==> src/rtl/fiber_conductivity_tensor_assert.svh <==
// Assertion macros for the fiber conductivity tensor block.
// Included by the top level; depends on nothing else.
`ifndef FIBER_CONDUCTIVITY_TENSOR_ASSERT_SVH
`define FIBER_CONDUCTIVITY_TENSOR_ASSERT_SVH
// Implication checked at every clock edge outside reset.
`define FCT_ASSERT_IMP(lbl, ante, cons) \
	lbl: assert property (@(posedge clk) disable iff (!arst_n) (ante) |-> (cons)) \
		else $error("assertion failed");
// Next-cycle implication checked outside reset.
`define FCT_ASSERT_NEXT(lbl, ante, cons) \
	lbl: assert property (@(posedge clk) disable iff (!arst_n) (ante) |=> (cons)) \
		else $error("assertion failed");
`endif

==> src/rtl/fct_pkg.sv <==
// Package for the fiber conductivity tensor block: constants, CORDIC table and
// register indexes. No dependencies.
`timescale 1ns / 1ps
`default_nettype none
package fct_pkg;
	localparam int COORD_BITS_DEF = 12;
	localparam int TRIG_FRAC_BITS_DEF = 16;
	localparam int CORDIC_STEPS = 23;
	localparam int ANG_W = 48;
	localparam logic signed [ANG_W-1:0] FULL_TURN = 48'sd23592960;
	localparam logic signed [ANG_W-1:0] HALF_TURN = 48'sd11796480;
	localparam logic signed [ANG_W-1:0] QUARTER_TURN = 48'sd5898240;
	localparam logic signed [ANG_W-1:0] FIBER_BASE = 48'sd3932160;
	localparam logic signed [ANG_W-1:0] FIBER_CONST = -48'sd3932160;
	localparam logic signed [33:0] CORDIC_GAIN_Q30 = 34'sd652032874;
	localparam int CFG_W = 31;
	localparam int IDX_W = 3;
	typedef enum logic [IDX_W-1:0] {
		REG_HOMOGENEOUS = 3'd0,
		REG_ROT_MODE = 3'd1,
		REG_SIGMA_L = 3'd2,
		REG_SIGMA_T = 3'd3,
		REG_SHEET = 3'd4,
		REG_TWIST = 3'd5,
		REG_THRESH = 3'd6
	} reg_idx_t;
	typedef logic signed [ANG_W-1:0] angle_t;
	function automatic logic signed [23:0] atan_q16(input int i);
		logic signed [23:0] t;
		case (i)
			0: t = 24'sd2949120; 1: t = 24'sd1740967; 2: t = 24'sd919879;
			3: t = 24'sd466945; 4: t = 24'sd234379; 5: t = 24'sd117304;
			6: t = 24'sd58666; 7: t = 24'sd29335; 8: t = 24'sd14668;
			9: t = 24'sd7334; 10: t = 24'sd3667; 11: t = 24'sd1833;
			12: t = 24'sd917; 13: t = 24'sd458; 14: t = 24'sd229;
			15: t = 24'sd115; 16: t = 24'sd57; 17: t = 24'sd29;
			18: t = 24'sd14; 19: t = 24'sd7; 20: t = 24'sd4;
			21: t = 24'sd2; 22: t = 24'sd1;
			default: t = 24'sd0;
		endcase
		return t;
	endfunction
endpackage
`default_nettype wire

==> src/rtl/fct_angle_reduce.sv <==
// Reduces a Q16.16 degree angle into [-90,90] plus a negate flag, pipelined.
// Depends on fct_pkg.
`timescale 1ns / 1ps
`default_nettype none
module fct_angle_reduce (
	input wire logic clk,
	input wire logic en,
	input wire fct_pkg::angle_t ang,
	output fct_pkg::angle_t red,
	output logic neg
);
	import fct_pkg::*;
	// A 48-bit angle is at most about 2^23 turns; take out whole turns in
	// two steps: a coarse reciprocal estimate then a small correction.
	localparam int RECIP_SH = 48;
	localparam logic [25:0] RECIP = 26'(((64'd1 << RECIP_SH) + 64'd23592959) / 64'd23592960);
	logic [ANG_W-1:0] mag_s1;
	logic sgn_s1;
	angle_t ang_s1;
	logic [23:0] quo_s2;
	angle_t ang_s2;
	logic sgn_s2;
	angle_t rem_s3;
	logic [ANG_W+25:0] prod;
	angle_t rem_c, r0, r1;

	always_ff @(posedge clk) begin
		if (en) begin
			sgn_s1 <= ang[ANG_W-1];
			mag_s1 <= ang[ANG_W-1] ? ANG_W'(-ang) : ANG_W'(ang);
			ang_s1 <= ang;
		end
	end
	assign prod = {26'd0, mag_s1} * {{ANG_W{1'b0}}, RECIP};
	always_ff @(posedge clk) begin
		if (en) begin
			quo_s2 <= prod[RECIP_SH +: 24];
			ang_s2 <= ang_s1;
			sgn_s2 <= sgn_s1;
		end
	end
	// Quotient estimate may be off by one; remainder computed on the signed
	// angle then brought into [0,360) with a compare either side.
	always_comb begin
		rem_c = sgn_s2 ? angle_t'(ang_s2 + angle_t'({24'd0, quo_s2}) * FULL_TURN)
			: angle_t'(ang_s2 - angle_t'({24'd0, quo_s2}) * FULL_TURN);
		if (rem_c < 0) rem_c = rem_c + FULL_TURN;
		if (rem_c >= FULL_TURN) rem_c = rem_c - FULL_TURN;
	end
	always_ff @(posedge clk) begin
		if (en) rem_s3 <= rem_c;
	end
	always_comb begin
		r0 = rem_s3;
		if (r0 > HALF_TURN) r0 = r0 - FULL_TURN;
		r1 = r0;
		if (r0 > QUARTER_TURN) r1 = r0 - HALF_TURN;
		else if (r0 < -QUARTER_TURN) r1 = r0 + HALF_TURN;
	end
	always_ff @(posedge clk) begin
		if (en) begin
			red <= r1;
			neg <= (r0 > QUARTER_TURN) || (r0 < -QUARTER_TURN);
		end
	end
endmodule
`default_nettype wire

==> config.mk <==
export PLATFORM = sky130hd
export DESIGN_NAME = fct_angle_reduce
export DESIGN_NICKNAME = d
export VERILOG_FILES = /design/src/rtl/fiber_conductivity_tensor_assert.svh /design/src/rtl/fct_pkg.sv /design/src/rtl/fct_angle_reduce.sv
export SDC_FILE = /design/constraint.sdc
export NUM_CORES = 2
export LEC_CHECK = 0
export BUFFER_PORTS_ARGS = -buffer_cell sky130_fd_sc_hd__buf_2
export CORE_MARGIN = 1
export CORE_UTILIZATION = 47
export DETAILED_ROUTE_END_ITERATION = 10
export GPL_TIMING_DRIVEN = 0
export PLACE_DENSITY = 0.72
export SLEW_MARGIN = 20
export SYNTH_ARGS = -nofsm -noshare
export SYNTH_HDL_FRONTEND = slang
export SYNTH_SLANG_ARGS = --single-unit
export TNS_END_PERCENT = 30
==> constraint.sdc <==
create_clock -name clk -period 15.6 [get_ports clk]
set_input_delay 2.34 -clock clk [delete_from_list [all_inputs] [get_ports clk]]
set_output_delay 2.34 -clock clk [all_outputs]
set_load 0.02 [all_outputs]
Word level (Yosys, flattened, before mapping)
Cells that the tools add are included.
W data, S select, Z words.

storage, ports and cells
  bits in registers = 267
  bits of input ports = 50
  output and inout bits = 49
  word-level logic and storage cells = 33

cells by class
  $add $sub $neg = 8
  multiply operators = 2
  $lt $le $gt $ge = 5
  mux-type cells = 7
  reduce and logical (&&, ||, !) cells = 1

operators by type and width
  kind                      count
  $mux W48                  6
  $sub A48 B26 Y48 const B  2
  $mul A48 B24 Y72 const B  1
  $add A48 B25 Y48 const B  1
  $add A48 B26 Y48 const B  1
  $add A48 B48 Y48          1
  $ge A48 B26 Y1 const B    1
  $gt A48 B24 Y1 const B    1
  $gt A48 B25 Y1 const B    1
  $lt A48 B1 Y1 const B     1
  $lt A48 B24 Y1 const B    1
  $neg A48 Y48              1
  $sub A48 B25 Y48 const B  1
  $sub A48 B48 Y48          1
  $mux W47                  1
  $mul A24 B6 Y29 const B   1
  $logic_or A1 B1 Y1        1

Longest topological paths before layout
  word-level depth = 7
  gate-level depth with buffers = 39
  gate-level depth less buffers = 37

Worst setup path after synthesis
No wires, ideal clock.

  path type = register to register
  start = reg quo_s2[7]
  end = reg rem_s3[35], data pin
  library setup time = 0.262 ns
  data arrival time = 7.722 ns
  data required time = 15.338 ns
  path slack = 7.616 ns
  stages on the path, launching flop included = 36
  path buffers = 3
  clock period less this slack = 7.984 ns
  cells stage by stage = edfxtp_1 ha_1 fa_1 inv_1 fa_1 inv_1 ha_1 buf_2 nor2_1 nor2_1 a31oi_1 o21a_1 xor2_1 nand4bb_1 nor3_1 nor2_1 xor2_1 ha_1 inv_1 nor2_1 nand3_1 o21a_1 o31a_1 or3_1 a22o_2 buf_6 nand2_1 buf_2 nor2_1 a21oi_1 ha_1 o21ai_1 a21oi_2 o211ai_1 or4b_1 xnor2_1

between the ends
  cells in the longest elaborated chain, start to end = 7
  elaborated cells between the ends (all ways) = 10
  those cells by class = add/sub: 4; mul: 1; order compare: 2; mux: 3

ends and longest elaborated chain
  item                                                         RTL line                                        text
  start: declaration                                           fct_angle_reduce.sv:20                          logic [23:0] quo_s2;
  start signal: assignment                                     fct_angle_reduce.sv:37                          quo_s2 <= prod[RECIP_SH +: 24];
  $mul A24 B6 Y29 *                                            fct_angle_reduce.sv:45, fct_angle_reduce.sv:46
  $sub A48 B48 Y48 / $add A48 B48 Y48 (equally long branches)  fct_angle_reduce.sv:46, fct_angle_reduce.sv:45
  $mux W48 *                                                   fct_angle_reduce.sv:45                          rem_c = sgn_s2 ? angle_t'(ang_s2 + angle_t'({24'd0, quo_s2}) * FULL_TURN)
  $add A48 B26 Y48 / $lt A48 B1 Y1 (equally long branches)     fct_angle_reduce.sv:47                          if (rem_c < 0) rem_c = rem_c + FULL_TURN;
  $mux W48 *                                                   fct_angle_reduce.sv:47
  $sub A48 B26 Y48 / $ge A48 B26 Y1 (equally long branches)    fct_angle_reduce.sv:48                          if (rem_c >= FULL_TURN) rem_c = rem_c - FULL_TURN;
  $mux W48 *                                                   fct_angle_reduce.sv:48
  via rem_c[35]                                                fct_angle_reduce.sv:25                          angle_t rem_c, r0, r1;
  end signal: assignment                                       fct_angle_reduce.sv:51                          if (en) rem_s3 <= rem_c;
  end: declaration                                             fct_angle_reduce.sv:23                          angle_t rem_s3;

The timed path passes the listed nets; every way through them passes the cells marked *.
A chain may end at the register's enable or synchronous reset.

Worst setup path in the final report
  start = reg mag_s1[20]
  end = reg quo_s2[23], data pin

between the ends
  cells in the longest elaborated chain, start to end = 1

ends and longest elaborated chain
  item                      RTL line                text
  start: declaration        fct_angle_reduce.sv:17  logic [ANG_W-1:0] mag_s1;
  start signal: assignment  fct_angle_reduce.sv:30  mag_s1 <= ang[ANG_W-1] ? ANG_W'(-ang) : ANG_W'(ang);
  $mul A48 B24 Y72          fct_angle_reduce.sv:34  assign prod = {26'd0, mag_s1} * {{ANG_W{1'b0}}, RECIP};
  via prod[71]              fct_angle_reduce.sv:24  logic [ANG_W+25:0] prod;

The timed path passes the listed nets, and every way through them passes these cells.

==> reports/results.tsv <==
metric	value	unit
outcome	finished, final reports clean	
gp_routability_congestion	0.941	
setup_viol	0	
startpoint_type	register	
dp_hpwl	64300	um
rsz0062_at_grt	no	
cts_tree	done	
antenna_found_initial	7	
max_cap_violations	0	
tns	0	ns
clock-skew-final	0.0441	ns
drtPass1Iterations	5	
drive_above_1_share	0.0689	
wirelength	75900	um
synthArstFlopShare	0	
synth_nets	4014	
regToRegSetupSlack	5.96	ns
fp.dieH	268	um
cts-root-buf	clkbuf_16	
hold_buffers	0	
numPortBuffers	98	
grt_pass1_wl	123000	um
holdCritPathClass	reg -> reg	
design_area	36000	um2
vias	22600	
drt-wirelength-per-cell	18.2	um
cp.required	15.92	ns
initial_core_util	0.475	
drt-initial-drc-count	1354	
grt_use_total	0.218	
synth_ff_type	edfxtp_1	
period_minus_slack	9.64	ns
finalHoldViolCount	0	
syn_area	33300	um2
path_class	reg -> reg	
die_area	72000	um2
cp_top_family	adder cells	
synth_edf_count	264	
die_w	268	um
grt_max_degree	108	
route.detailed.drc	0	
rows	97	
ys.warnings.count	0	
grt_pass1_vias	23200	
cts_buffers	29	
core-area	70100	um2
cp_max_fo	5	
syn_inst	3066	
clock_latency	0.58	ns
post_cts_buffers	0	
clkSinkCount	264	
via_per_inst	5.42	
synth-seq-cells	264	
cts_max_path_buffers	3	
cts.reportedPaths.clkPinSlew	0.06	ns
max_freq	104	MHz
syn_avg_cell_area	10.9	um2
slowest_delay	0.93	ns
path_common_cell	fa_1	
crit_arrival	9.96	ns
crit_slowest_cell	o32ai_1	
end_kind	register	
drt.antenna.violating_nets	0	
finish.utilization	0.513	
nNetsFinal	4145	
h-tree-depth	1	
fin_crit_sh	0.618	
synth.distinct_cells	107	
cts_resized	0	
ys_seq_area_frac	0.238	
drv_slew	0	
maxSlewHeadroom	0.222	
grt-ovfl-total	0	
place_area	35100	um2
ios	99	
worst_pin_slew	1.16	ns
area_growth	8.05	%
crit_buf_inv	2	
## metal layers
metal	global-route usage	wire (um)
met2	0.373	36500
met5	0	23
met1	0.292	32600
met4	0.0595	2090
met3	0.0265	4690
## sequential cells by signal (all words and copies together), names as in the netlist
name    cells
quo_s2     24
neg         1
ang_s1     46
mag_s1     48
rem_s3     48
red        48
ang_s2     48
sgn_s1      1
## Yosys cell counts, types with 5 or more instances
cell type / number / area, um2
a211oi_1: 14 / 105
a21boi_0: 6 / 45.0
a21o_1: 35 / 263
a21oi_1: 101 / 505
a21oi_2: 9 / 78.8
a311oi_1: 7 / 61.3
a31oi_1: 23 / 144
and2_1: 13 / 81.3
and3_1: 17 / 106
and4_1: 7 / 61.3
and4b_1: 5 / 50.1
buf_2: 9 / 45.0
buf_6: 5 / 56.3
clkbuf_1: 33 / 124
edfxtp_1: 264 / 7930
fa_1: 431 / 8630
ha_1: 467 / 5840
inv_1: 539 / 2020
mux2i_1: 10 / 100
nand2_1: 130 / 488
nand2b_1: 21 / 131
nand3_1: 38 / 190
nand3b_1: 9 / 67.6
nand4_1: 29 / 181
nand4b_1: 7 / 61.3
nor2_1: 138 / 518
nor2b_1: 10 / 62.6
nor3_1: 55 / 275
nor3b_1: 7 / 52.6
nor4_1: 16 / 100
o211ai_1: 21 / 158
o21a_1: 25 / 188
o21ai_0: 72 / 360
o21ai_1: 17 / 85.1
o21bai_1: 11 / 82.6
o22ai_1: 6 / 37.5
o31ai_1: 24 / 180
o32ai_1: 5 / 43.8
o41ai_1: 7 / 61.3
or2_2: 5 / 31.3
or3_1: 30 / 188
or4_1: 15 / 113
xnor2_1: 176 / 1540
xor2_1: 79 / 692
## cells by family (layout without fill, tap and decap cells)
| kind of cell | after synthesis | count (layout) | synth area share |
|---|---|---|---|
| fa+ha+maj | 898 | 898 | 0.434 |
| other cells | 0 | 5 | 0 |
| mux | 15 | 15 | 0.00469 |
| flops | 264 | 264 | 0.238 |
| simple gates | 582 | 582 | 0.0924 |
| compound gates | 459 | 459 | 0.0953 |
| xor+xnor | 256 | 256 | 0.0675 |
| buf+inv | 592 | 746 | 0.0682 |
## worst reg2reg max path, cell delays in order, from the launching register on
cell and delay, ns:
edfxtp_1 0.57, ha_1 0.46, inv_1 0.14, fa_1 0.55
inv_1 0.06, fa_1 0.52, fa_1 0.54, fa_1 0.54
fa_1 0.55, fa_1 0.50, ha_1 0.32, nand4_1 0.15
or2_2 0.35, nor3_1 0.49, nand4_1 0.29, a211o_1 0.33
o32ai_1 0.93, o211ai_1 0.31, a31oi_1 0.28, o21ai_0 0.24
o311ai_0 0.61, nand3_1 0.15, nand4b_1 0.17, a21o_1 0.16
a21oi_1 0.08, xnor2_1 0.14
## final timing paths
kind | cells past startpoint | to | start
setup reg to reg | 25 | quo_s2[23] | mag_s1[20]
hold reg to reg | 0 | ang_s2[28] | ang_s1[28]
hold / removal | 0 | ang_s2[28] | ang_s1[28]
setup / recovery | 25 | quo_s2[23] | mag_s1[20]
## placed cells by master (no fill, tap or decap), types with 9 or more instances in the layout
cell type  count
inv_1        539
ha_1         467
fa_1         431
edfxtp_1     264
xnor2_1      176
nor2_1       138
nand2_1      130
buf_2        106
a21oi_1      101
xor2_1        79
o21ai_0       72
nor3_1        55
nand3_1       38
clkbuf_1      35
a21o_1        35
or3_1         30
nand4_1       29
clkbuf_16     29
o21a_1        25
o31ai_1       24
a31oi_1       23
o211ai_1      21
nand2b_1      21
o21ai_1       17
and3_1        17
nor4_1        16
or4_1         15
a211oi_1      14
and2_1        13
o21bai_1      11
nor2b_1       10
mux2i_1       10
nand3b_1       9
a21oi_2        9
clkinv_1       9
## stage by stage
step                hold slack, ns  setup WS [ns]  instances
floorplan                    0.400           7.62       3066
global placement             0.400           6.12       4104
detailed placement           0.405           6.10       4106
CTS                          0.419           6.05       4160
global route                 0.423           5.52       4164
finish                       0.418           5.96       4165
## area by class of cell
cell class | count | area, um2
diodes | 5 | 12.5
plain buffers | 50 | 240
clock buffers | 31 | 733
clock inverters | 23 | 206
fillers | 6361 | 34100
inverters | 542 | 2030
multi-input cells | 2210 | 23100
flip-flops and latches | 264 | 7930
well taps | 940 | 1180
repair buffers | 100 | 556
Power is left out: the tool's default activity adds up to more than one toggle a clock period on the data nets, which glitch-free logic cannot reach.
